--- src/wtfa_pkg.sv ---
package wtfa_pkg;

  // Batch length limit
  localparam int MAX_DAYS   = 30;
  localparam int NCH        = 4;
  localparam int DATA_W     = 16;
  localparam int DAY_W      = $clog2(MAX_DAYS + 1);
  localparam int MAX_WT     = MAX_DAYS * (MAX_DAYS + 1) / 2;
  localparam int WT_W       = $clog2(MAX_WT + 1);
  localparam int SUM_W      = DATA_W + WT_W;
  localparam int STEP_W     = $clog2(SUM_W + 1);
  localparam int DAYS_OUT_W = 5;
  localparam int CFG_IDX_W  = 8;

  // Config register indexes
  localparam logic [CFG_IDX_W-1:0] REG_PM25 = CFG_IDX_W'(0);
  localparam logic [CFG_IDX_W-1:0] REG_NO2  = CFG_IDX_W'(1);
  localparam logic [CFG_IDX_W-1:0] REG_SO2  = CFG_IDX_W'(2);
  localparam logic [CFG_IDX_W-1:0] REG_CO2  = CFG_IDX_W'(3);

  localparam logic [DATA_W-1:0] PM25_LIMIT_RST = 16'd3840;
  localparam logic [DATA_W-1:0] NO2_LIMIT_RST  = 16'd6400;
  localparam logic [DATA_W-1:0] SO2_LIMIT_RST  = 16'd10240;
  localparam logic [DATA_W-1:0] CO2_LIMIT_RST  = 16'd1024;

  typedef logic [DATA_W-1:0] q88_t;
  typedef logic [NCH-1:0][DATA_W-1:0] quad_t;

  // Shared lane control from the sequencer
  typedef struct packed {
    logic             acc;
    logic             step;
    logic             clear;
    logic [DAY_W-1:0] weight;
  } lane_ctrl_t;

endpackage

--- src/wtfa_in_if.sv ---
interface wtfa_in_if;
  import wtfa_pkg::*;
  logic valid;
  logic ready;
  q88_t pm25_sample;
  q88_t no2_sample;
  q88_t so2_sample;
  q88_t co2_sample;
  logic last_day;

  modport source (output valid, pm25_sample, no2_sample, so2_sample, co2_sample,
                  last_day, input ready);
  modport sink (input valid, pm25_sample, no2_sample, so2_sample, co2_sample,
                last_day, output ready);
endinterface

--- src/wtfa_out_if.sv ---
interface wtfa_out_if;
  import wtfa_pkg::*;
  logic                  valid;
  logic                  ready;
  q88_t                  pm25_forecast;
  q88_t                  no2_forecast;
  q88_t                  so2_forecast;
  q88_t                  co2_forecast;
  logic [NCH-1:0]        alert_mask;
  logic [DAYS_OUT_W-1:0] days_used;

  modport source (output valid, pm25_forecast, no2_forecast, so2_forecast,
                  co2_forecast, alert_mask, days_used, input ready);
  modport sink (input valid, pm25_forecast, no2_forecast, so2_forecast,
                co2_forecast, alert_mask, days_used, output ready);
endinterface

--- src/wtfa_cfg_if.sv ---
interface wtfa_cfg_if;
  import wtfa_pkg::*;
  logic                 valid;
  logic                 ready;
  logic [CFG_IDX_W-1:0] index;
  q88_t                 data;

  modport source (output valid, index, data, input ready);
  modport sink (input valid, index, data, output ready);
endinterface

--- src/wtfa_lane.sv ---
// One channel: weighted accumulate, then restoring divide in place.
// After SUM_W steps acc holds the quotient.
module wtfa_lane
  import wtfa_pkg::*;
(
  input  logic              clk,
  input  logic              rst,
  input  lane_ctrl_t        ctrl,
  input  q88_t              sample,
  input  logic [WT_W-1:0]   divisor,
  output q88_t              quotient
);

  logic [SUM_W-1:0] acc;
  logic [WT_W-1:0]  rem;
  logic [SUM_W-1:0] product;
  logic [WT_W:0]    rem_sh;
  logic             fits;

  assign product = SUM_W'(sample) * SUM_W'(ctrl.weight);
  assign rem_sh  = {rem, acc[SUM_W-1]};
  assign fits    = rem_sh >= {1'b0, divisor};

  always_ff @(posedge clk) begin
    if (rst || ctrl.clear) begin
      acc <= '0;
      rem <= '0;
    end else if (ctrl.acc) begin
      acc <= acc + product;
    end else if (ctrl.step) begin
      acc <= {acc[SUM_W-2:0], fits};
      rem <= fits ? WT_W'(rem_sh - {1'b0, divisor}) : WT_W'(rem_sh);
    end
  end

  assign quotient = acc[DATA_W-1:0];

endmodule

--- src/wtfa_merge.sv ---
// Collects lane forecasts, flags those strictly above their limits.
module wtfa_merge
  import wtfa_pkg::*;
(
  input  quad_t          forecasts,
  input  quad_t          limits,
  output logic [NCH-1:0] alert_mask
);

  always_comb begin
    for (int c = 0; c < NCH; c++) begin
      alert_mask[c] = forecasts[c] > limits[c];
    end
  end

endmodule

--- src/weighted_trend_forecast_alerts.sv ---
// Channel   Dir   Payload                                         Accepted when
// samples   sink  pm25/no2/so2/co2_sample (Q8.8), last_day        valid & ready
// results   src   pm25/no2/so2/co2_forecast, alert_mask, days_used valid & ready
// cfg       sink  index, data (limit register write)              valid & ready
//
// Samples: one item per cycle while a batch accumulates.
// The item with last_day starts a SUM_W-step restoring divide run by four lanes
// side by side, then the result is loaded: samples.ready is low from that item
// until the load.
// The load waits until the output register is free, so samples.ready stays low
// longer while an earlier result sits untaken there.
// rst is synchronous; it clears sums, counts and restores the limit defaults.
module weighted_trend_forecast_alerts
  import wtfa_pkg::*;
(
  input  logic       clk,
  input  logic       rst,
  wtfa_in_if.sink    samples,
  wtfa_out_if.source results,
  wtfa_cfg_if.sink   cfg
);

  localparam logic ST_ACC = 1'b0;
  localparam logic ST_DIV = 1'b1;

  logic              state;
  logic [STEP_W-1:0] step_cnt;
  logic [DAY_W-1:0]  day_count;
  logic [WT_W-1:0]   weight_total;
  quad_t             limits;

  logic              in_fire;
  logic              room;
  logic              div_done;
  logic              out_free;
  logic              load_out;
  logic [DAY_W-1:0]  weight;
  lane_ctrl_t        ctrl;
  quad_t             sample_v;
  quad_t             quot_v;
  logic [NCH-1:0]    mask;

  // Config: limits only, always ready; unknown indexes are dropped
  assign cfg.ready = 1'b1;

  always_ff @(posedge clk) begin
    if (rst) begin
      limits[0] <= PM25_LIMIT_RST;
      limits[1] <= NO2_LIMIT_RST;
      limits[2] <= SO2_LIMIT_RST;
      limits[3] <= CO2_LIMIT_RST;
    end else if (cfg.valid) begin
      case (cfg.index)
        REG_PM25: limits[0] <= cfg.data;
        REG_NO2:  limits[1] <= cfg.data;
        REG_SO2:  limits[2] <= cfg.data;
        REG_CO2:  limits[3] <= cfg.data;
        default: ;
      endcase
    end
  end

  // Sequencer
  assign samples.ready = (state == ST_ACC);
  assign in_fire       = samples.valid && samples.ready;
  assign room          = day_count < DAY_W'(MAX_DAYS);
  assign weight        = day_count + DAY_W'(1);
  assign div_done      = step_cnt == STEP_W'(SUM_W);
  assign out_free      = !results.valid || results.ready;
  assign load_out      = (state == ST_DIV) && div_done && out_free;

  assign ctrl.acc    = in_fire && room;
  assign ctrl.step   = (state == ST_DIV) && !div_done;
  assign ctrl.clear  = load_out;
  assign ctrl.weight = weight;

  always_ff @(posedge clk) begin
    if (rst) begin
      state        <= ST_ACC;
      step_cnt     <= '0;
      day_count    <= '0;
      weight_total <= '0;
    end else begin
      case (state)
        ST_ACC: begin
          if (ctrl.acc) begin
            day_count    <= weight;
            weight_total <= weight_total + WT_W'(weight);
          end
          if (in_fire && samples.last_day) begin
            state <= ST_DIV;
          end
        end
        ST_DIV: begin
          if (ctrl.step) begin
            step_cnt <= step_cnt + STEP_W'(1);
          end else if (load_out) begin
            state        <= ST_ACC;
            step_cnt     <= '0;
            day_count    <= '0;
            weight_total <= '0;
          end
        end
        default: state <= ST_ACC;
      endcase
    end
  end

  // Lanes
  assign sample_v[0] = samples.pm25_sample;
  assign sample_v[1] = samples.no2_sample;
  assign sample_v[2] = samples.so2_sample;
  assign sample_v[3] = samples.co2_sample;

  for (genvar c = 0; c < NCH; c++) begin : g_lane
    wtfa_lane u_lane (
      .clk      (clk),
      .rst      (rst),
      .ctrl     (ctrl),
      .sample   (sample_v[c]),
      .divisor  (weight_total),
      .quotient (quot_v[c])
    );
  end

  wtfa_merge u_merge (
    .forecasts  (quot_v),
    .limits     (limits),
    .alert_mask (mask)
  );

  // Output register
  always_ff @(posedge clk) begin
    if (rst) begin
      results.valid <= 1'b0;
    end else if (load_out) begin
      results.valid <= 1'b1;
    end else if (results.ready) begin
      results.valid <= 1'b0;
    end
  end

  always_ff @(posedge clk) begin
    if (load_out) begin
      results.pm25_forecast <= quot_v[0];
      results.no2_forecast  <= quot_v[1];
      results.so2_forecast  <= quot_v[2];
      results.co2_forecast  <= quot_v[3];
      results.alert_mask    <= mask;
      results.days_used     <= DAYS_OUT_W'(day_count);
    end
  end

  // Checks
  a_day_bound: assert property (@(posedge clk) disable iff (rst)
    int'(day_count) <= MAX_DAYS)
    else $error("day count past limit");

  a_wt_sum: assert property (@(posedge clk) disable iff (rst)
    2 * int'(weight_total) == int'(day_count) * (int'(day_count) + 1))
    else $error("weight total out of step with day count");

  a_step_bound: assert property (@(posedge clk) disable iff (rst)
    int'(step_cnt) <= SUM_W)
    else $error("divide step counter overrun");

  a_load_clears: assert property (@(posedge clk) disable iff (rst)
    load_out |=> (day_count == '0) && (state == ST_ACC) && results.valid)
    else $error("batch not cleared after result load");

  a_div_nonzero: assert property (@(posedge clk) disable iff (rst)
    (state == ST_DIV) |-> (weight_total != '0))
    else $error("divide with zero weight");

endmodule

--- src/flat_wrapper.sv ---
// flat-port wrapper written by rule: the top's interface ports become plain ports
module weighted_trend_forecast_alerts_flat import wtfa_pkg::*;
  (clk, rst, samples_valid, samples_pm25_sample, samples_no2_sample, samples_so2_sample, samples_co2_sample, samples_last_day, samples_ready, results_valid, results_pm25_forecast, results_no2_forecast, results_so2_forecast, results_co2_forecast, results_alert_mask, results_days_used, results_ready, cfg_valid, cfg_index, cfg_data, cfg_ready);
  wtfa_in_if samples_i ();
  wtfa_out_if results_i ();
  wtfa_cfg_if cfg_i ();
  input  logic clk;
  input  logic rst;
  input wire logic [$bits(samples_i.valid)-1:0] samples_valid;
  input wire logic [$bits(samples_i.pm25_sample)-1:0] samples_pm25_sample;
  input wire logic [$bits(samples_i.no2_sample)-1:0] samples_no2_sample;
  input wire logic [$bits(samples_i.so2_sample)-1:0] samples_so2_sample;
  input wire logic [$bits(samples_i.co2_sample)-1:0] samples_co2_sample;
  input wire logic [$bits(samples_i.last_day)-1:0] samples_last_day;
  output wire logic [$bits(samples_i.ready)-1:0] samples_ready;
  output wire logic [$bits(results_i.valid)-1:0] results_valid;
  output wire logic [$bits(results_i.pm25_forecast)-1:0] results_pm25_forecast;
  output wire logic [$bits(results_i.no2_forecast)-1:0] results_no2_forecast;
  output wire logic [$bits(results_i.so2_forecast)-1:0] results_so2_forecast;
  output wire logic [$bits(results_i.co2_forecast)-1:0] results_co2_forecast;
  output wire logic [$bits(results_i.alert_mask)-1:0] results_alert_mask;
  output wire logic [$bits(results_i.days_used)-1:0] results_days_used;
  input wire logic [$bits(results_i.ready)-1:0] results_ready;
  input wire logic [$bits(cfg_i.valid)-1:0] cfg_valid;
  input wire logic [$bits(cfg_i.index)-1:0] cfg_index;
  input wire logic [$bits(cfg_i.data)-1:0] cfg_data;
  output wire logic [$bits(cfg_i.ready)-1:0] cfg_ready;
  assign samples_i.valid = samples_valid;
  assign samples_i.pm25_sample = samples_pm25_sample;
  assign samples_i.no2_sample = samples_no2_sample;
  assign samples_i.so2_sample = samples_so2_sample;
  assign samples_i.co2_sample = samples_co2_sample;
  assign samples_i.last_day = samples_last_day;
  assign samples_ready = samples_i.ready;
  assign results_valid = results_i.valid;
  assign results_pm25_forecast = results_i.pm25_forecast;
  assign results_no2_forecast = results_i.no2_forecast;
  assign results_so2_forecast = results_i.so2_forecast;
  assign results_co2_forecast = results_i.co2_forecast;
  assign results_alert_mask = results_i.alert_mask;
  assign results_days_used = results_i.days_used;
  assign results_i.ready = results_ready;
  assign cfg_i.valid = cfg_valid;
  assign cfg_i.index = cfg_index;
  assign cfg_i.data = cfg_data;
  assign cfg_ready = cfg_i.ready;
  weighted_trend_forecast_alerts u_core (.clk(clk), .rst(rst), .samples(samples_i), .results(results_i), .cfg(cfg_i));
endmodule
--- config.mk ---
export PLATFORM = sky130hd
export DESIGN_NAME = weighted_trend_forecast_alerts_flat
export DESIGN_NICKNAME = d
export VERILOG_FILES = /design/src/wtfa_pkg.sv /design/src/wtfa_in_if.sv /design/src/wtfa_out_if.sv /design/src/wtfa_cfg_if.sv /design/src/wtfa_lane.sv /design/src/wtfa_merge.sv /design/src/weighted_trend_forecast_alerts.sv /design/src/flat_wrapper.sv
export SDC_FILE = /design/constraint.sdc
export NUM_CORES = 1
export LEC_CHECK = 0
export BUFFER_PORTS_ARGS = -buffer_cell sky130_fd_sc_hd__buf_2
export CAP_MARGIN = 30
export CELL_PAD_IN_SITES_DETAIL_PLACEMENT = 0
export CELL_PAD_IN_SITES_GLOBAL_PLACEMENT = 1
export CORE_MARGIN = 3
export CORE_UTILIZATION = 50
export CTS_BUF_LIST = sky130_fd_sc_hd__clkbuf_2 sky130_fd_sc_hd__clkbuf_4 sky130_fd_sc_hd__clkbuf_8
export DETAILED_ROUTE_END_ITERATION = 8
export HOLD_SLACK_MARGIN = 0.06
export PLACE_DENSITY = 0.83
export SYNTH_ARGS = -nofsm -noshare
export SYNTH_HDL_FRONTEND = slang
export SYNTH_HIERARCHICAL = 1
export SYNTH_SLANG_ARGS = --single-unit
--- constraint.sdc ---
create_clock -name clk -period 13.1 [get_ports clk]
set_input_delay 1.31 -clock clk [delete_from_list [all_inputs] [get_ports clk]]
set_output_delay 1.31 -clock clk [all_outputs]
set_load 0.05 [all_outputs]
==> results_dict.tcl <==
set metrics [dict create \
    insertion_delay_ns 0.66 \
    cp_data_arrival_time_ns 6.06 \
    crit_fanout 66 \
    core_area_mm2 0.0557 \
    hold-path-cell-count 1 \
    p_per_area_mw_per_mm2 117 \
    instances_no_fill 4090 \
    startpoint_type "flop" \
    syn-cell-area_mm2 0.0285 \
    whs_ns 0.465 \
    hp-start "u_core/limits[58]" \
    cts-hold-fix-buffers 0 \
    layout-drive-gt1-share_pct 11.4 \
    syn-num-nets 3804 \
    r2r_end "u_core/g_lane[3].u_lane/acc[22]" \
    synth-edff-count 73 \
    die_y_um 245 \
    cts_made_buffers 55 \
    synth_cell_types 103 \
    ir_worst_vdd_v 0.0000723 \
    die_area_mm2 0.0600 \
    first_pass_iters 6 \
    avgSynthCellArea_um2 8.84 \
    grt_pass1_vias 23600 \
    min_delay_worst_endpoint "u_core/limits[58]" \
    rows 86 \
    nets 3873 \
    hold_class "flop to flop" \
    cts.sinks 294 \
    final_hold_viol_count 0 \
    vias 23200 \
    place_inst 3985 \
    routabilityCongestion 0.887 \
    cap_violations 0 \
    rr_worst_depth 17 \
    numPortBuffers 168 \
    async_reset_ff_share_pct 0 \
    synth_top_area_cell "fa_1" \
    grt_pass1_wl_mm 122 \
    skew_ns 0.0364 \
    rrSetupSlack_ns 7.54 \
    status "completed" \
    critPathKind "flop to flop" \
    drt_iter0_drc 1414 \
    finalCriticalPeriod_ns 5.56 \
    fp.dieW_um 245 \
    rsz0062_at_grt "no" \
    yosys.area.top_type_share_pct 17.5 \
    total_leakage_power_uw 0.0141 \
    cts_buffer_depth 3 \
    tightest_slew_ns 1.03 \
    area_growth_pct 7.97 \
    synth_top_flop_cell "dfxtp_1" \
    relSlewSlack_pct 30.7 \
    antenna_left 0 \
    yosys_register_bits 294 \
    design_area_mm2 0.0308 \
    drc 0 \
    routed_via_density 5.67 \
    cp.required_ns 13.60 \
    max_freq_mhz 180 \
    antenna_found_initial 2 \
    cts_root_buf "clkbuf_8" \
    crit_path_end_kind "flop" \
    wl_per_cell_um 18.3 \
    syn_inst 3228 \
    grt_start_max_net_pins 67 \
    ctsResizeCount 0 \
    synthTopCellsByArea "fa_1 (17%), dfxtp_1 (15%), ha_1 (10%)" \
    finalSetupViolations 0 \
    yosysSeqAreaShare_pct 23.2 \
    r2r_start "u_core/day_count[0]" \
    cts_setup_buffers 0 \
    wirelength_mm 74.7 \
    slew_viol_final 0 \
    io_pins 170 \
    placed_area_mm2 0.0296 \
    cts_tree "done" \
    htreeDepth 2 \
    total_power_uw 3620 \
    timing.final.crit_share_pct 42.4 \
    grt_use_total_pct 25.1 \
    dp_hpwl_mm 55.1 \
    clk_pin_slew_ns 0.06 \
    setup_tns_ns 0 \
    ys_warn_count 6 \
    grt-ovfl-total 0 \
    initial_core_util_pct 51.2 \
]
[cell usage after synthesis (29+ instances only)]
| master | n |
|---|---|
| a21oi_1 | 207 |
| nand3_1 | 69 |
| nand2_1 | 197 |
| nor2_1 | 245 |
| nor2b_1 | 30 |
| dfxtp_1 | 221 |
| ha_1 | 233 |
| nor3_1 | 48 |
| clkbuf_1 | 75 |
| and2_1 | 270 |
| a211o_1 | 30 |
| edfxtp_1 | 73 |
| buf_4 | 74 |
| o21ai_0 | 108 |
| mux2i_1 | 113 |
| fa_1 | 249 |
| xnor2_1 | 38 |
| inv_1 | 444 |
| o21a_1 | 29 |
| a211oi_1 | 52 |
[layer usage]
layer	vias up	GRT usage, %	part of all wire [%]
li1	11000	-	-
met2	649	41.5	46
met4	0	8.67	3.2
met5	-	0	0
met1	11400	33.7	45
met3	160	3.63	5.4
[placed cells by master (no fill, tap or decap), types with 15 or more instances in the layout]
| master | Yosys | final |
|---|---|---|
| inv_1 | 444 | 441 |
| and2_1 | 270 | 269 |
| fa_1 | 249 | 249 |
| nor2_1 | 245 | 245 |
| ha_1 | 233 | 232 |
| dfxtp_1 | 221 | 221 |
| a21oi_1 | 207 | 207 |
| nand2_1 | 197 | 197 |
| buf_2 | 13 | 168 |
| mux2i_1 | 113 | 113 |
| o21ai_0 | 108 | 108 |
| edfxtp_1 | 73 | 73 |
| nand3_1 | 69 | 69 |
| clkbuf_8 | 0 | 68 |
| a211oi_1 | 52 | 52 |
| nor3_1 | 48 | 48 |
| xnor2_1 | 38 | 36 |
| nor2b_1 | 30 | 30 |
| a211o_1 | 30 | 30 |
| o21a_1 | 29 | 29 |
| nand4_1 | 25 | 25 |
| a21o_1 | 25 | 25 |
| and3_1 | 25 | 25 |
| xor2_1 | 24 | 23 |
| buf_4 | 74 | 22 |
| a31oi_1 | 16 | 16 |
| clkbuf_4 | 0 | 15 |
| mux2_2 | 15 | 15 |
[cell families after synthesis]
| logic type | Yosys count | synth area share [%] |
|---|---|---|
| muxes | 128 | 4.55 |
| other | 1 | 0.0131 |
| buffers and inverters | 625 | 9.36 |
| adders and majority gates | 482 | 27.7 |
| xor gates and xnor gates | 62 | 1.90 |
| AOI/OAI and AO/OA | 644 | 15.3 |
| and+or+nand+nor | 992 | 18.0 |
| DFF | 294 | 23.2 |
[flip-flops by register name, summed over array words and instances (netlist names), 5 cells and up]
| name | count |
|---|---|
| u_core/weight_total | 9 |
| u_core/results.pm25_forecast | 16 |
| u_core/results.no2_forecast | 16 |
| u_core/step_cnt | 5 |
| u_core/results.days_used | 5 |
| u_core/results.so2_forecast | 16 |
| u_core/g_lane.u_lane/acc | 100 |
| u_core/g_lane.u_lane/rem | 36 |
| u_core/results.co2_forecast | 16 |
| u_core/limits | 64 |
| u_core/day_count | 5 |
[worst max-delay path, stage by stage, from the launching register on]
cell and delay, ns:
dfxtp_1 0.42, ha_2 0.30, xor2_4 0.14, buf_4 0.65, and2_1 0.27, fa_1 0.41
fa_1 0.50, inv_1 0.05, fa_1 0.48, inv_1 0.05, ha_1 0.34, a21o_1 0.25
a221oi_4 0.38, o221ai_2 0.18, or4_4 0.52, o2111ai_2 0.22, a21o_2 0.17, a21oi_2 0.04
[metrics by stage]
step / worst slack (ns) / utilization [%]
2_1_floorplan: 7.64 / -
3_3_place_gp: 7.69 / 53.0
3_5_place_dp: 7.58 / 53.0
4_1_cts: 7.54 / 55.3
5_1_grt: 7.28 / 55.3
6_report: 7.54 / 55.3
[worst max path at each step]
stage                        startpoint                               to  slack, ns  cells past startpoint
finish              u_core/day_count[0]  u_core/g_lane[3].u_lane/acc[22]       7.54                     17
global route        u_core/day_count[0]  u_core/g_lane[3].u_lane/acc[15]       7.28                     17
CTS                 u_core/day_count[0]  u_core/g_lane[3].u_lane/acc[22]       7.54                     17
detailed placement  u_core/day_count[1]  u_core/g_lane[2].u_lane/acc[22]       7.58                     16
global placement    u_core/day_count[0]  u_core/g_lane[2].u_lane/acc[22]       7.69                     16
floorplan           u_core/day_count[0]  u_core/g_lane[3].u_lane/acc[22]       7.64                     18
[cell type report]
| cell class | instances | area (um2) |
|---|---|---|
| Multi-Input combinational cell | 2309 | 19300 |
| Timing Repair Buffer | 192 | 1050 |
| Sequential cell | 294 | 6620 |
| Fill cell | 5194 | 24900 |
| Tap cell | 748 | 936 |
| Clock inverter | 17 | 190 |
| Inverter | 445 | 1670 |
| Antenna cell | 2 | 5.00 |
| Clock buffer | 83 | 1050 |
[report_power, final]
group / switching [uW] / internal, uW
Combinational: 899 / 599
Clock: 426 / 588
Sequential: 112 / 998
Total: 1440 / 2190
Power figures use the tool's default switching activity.
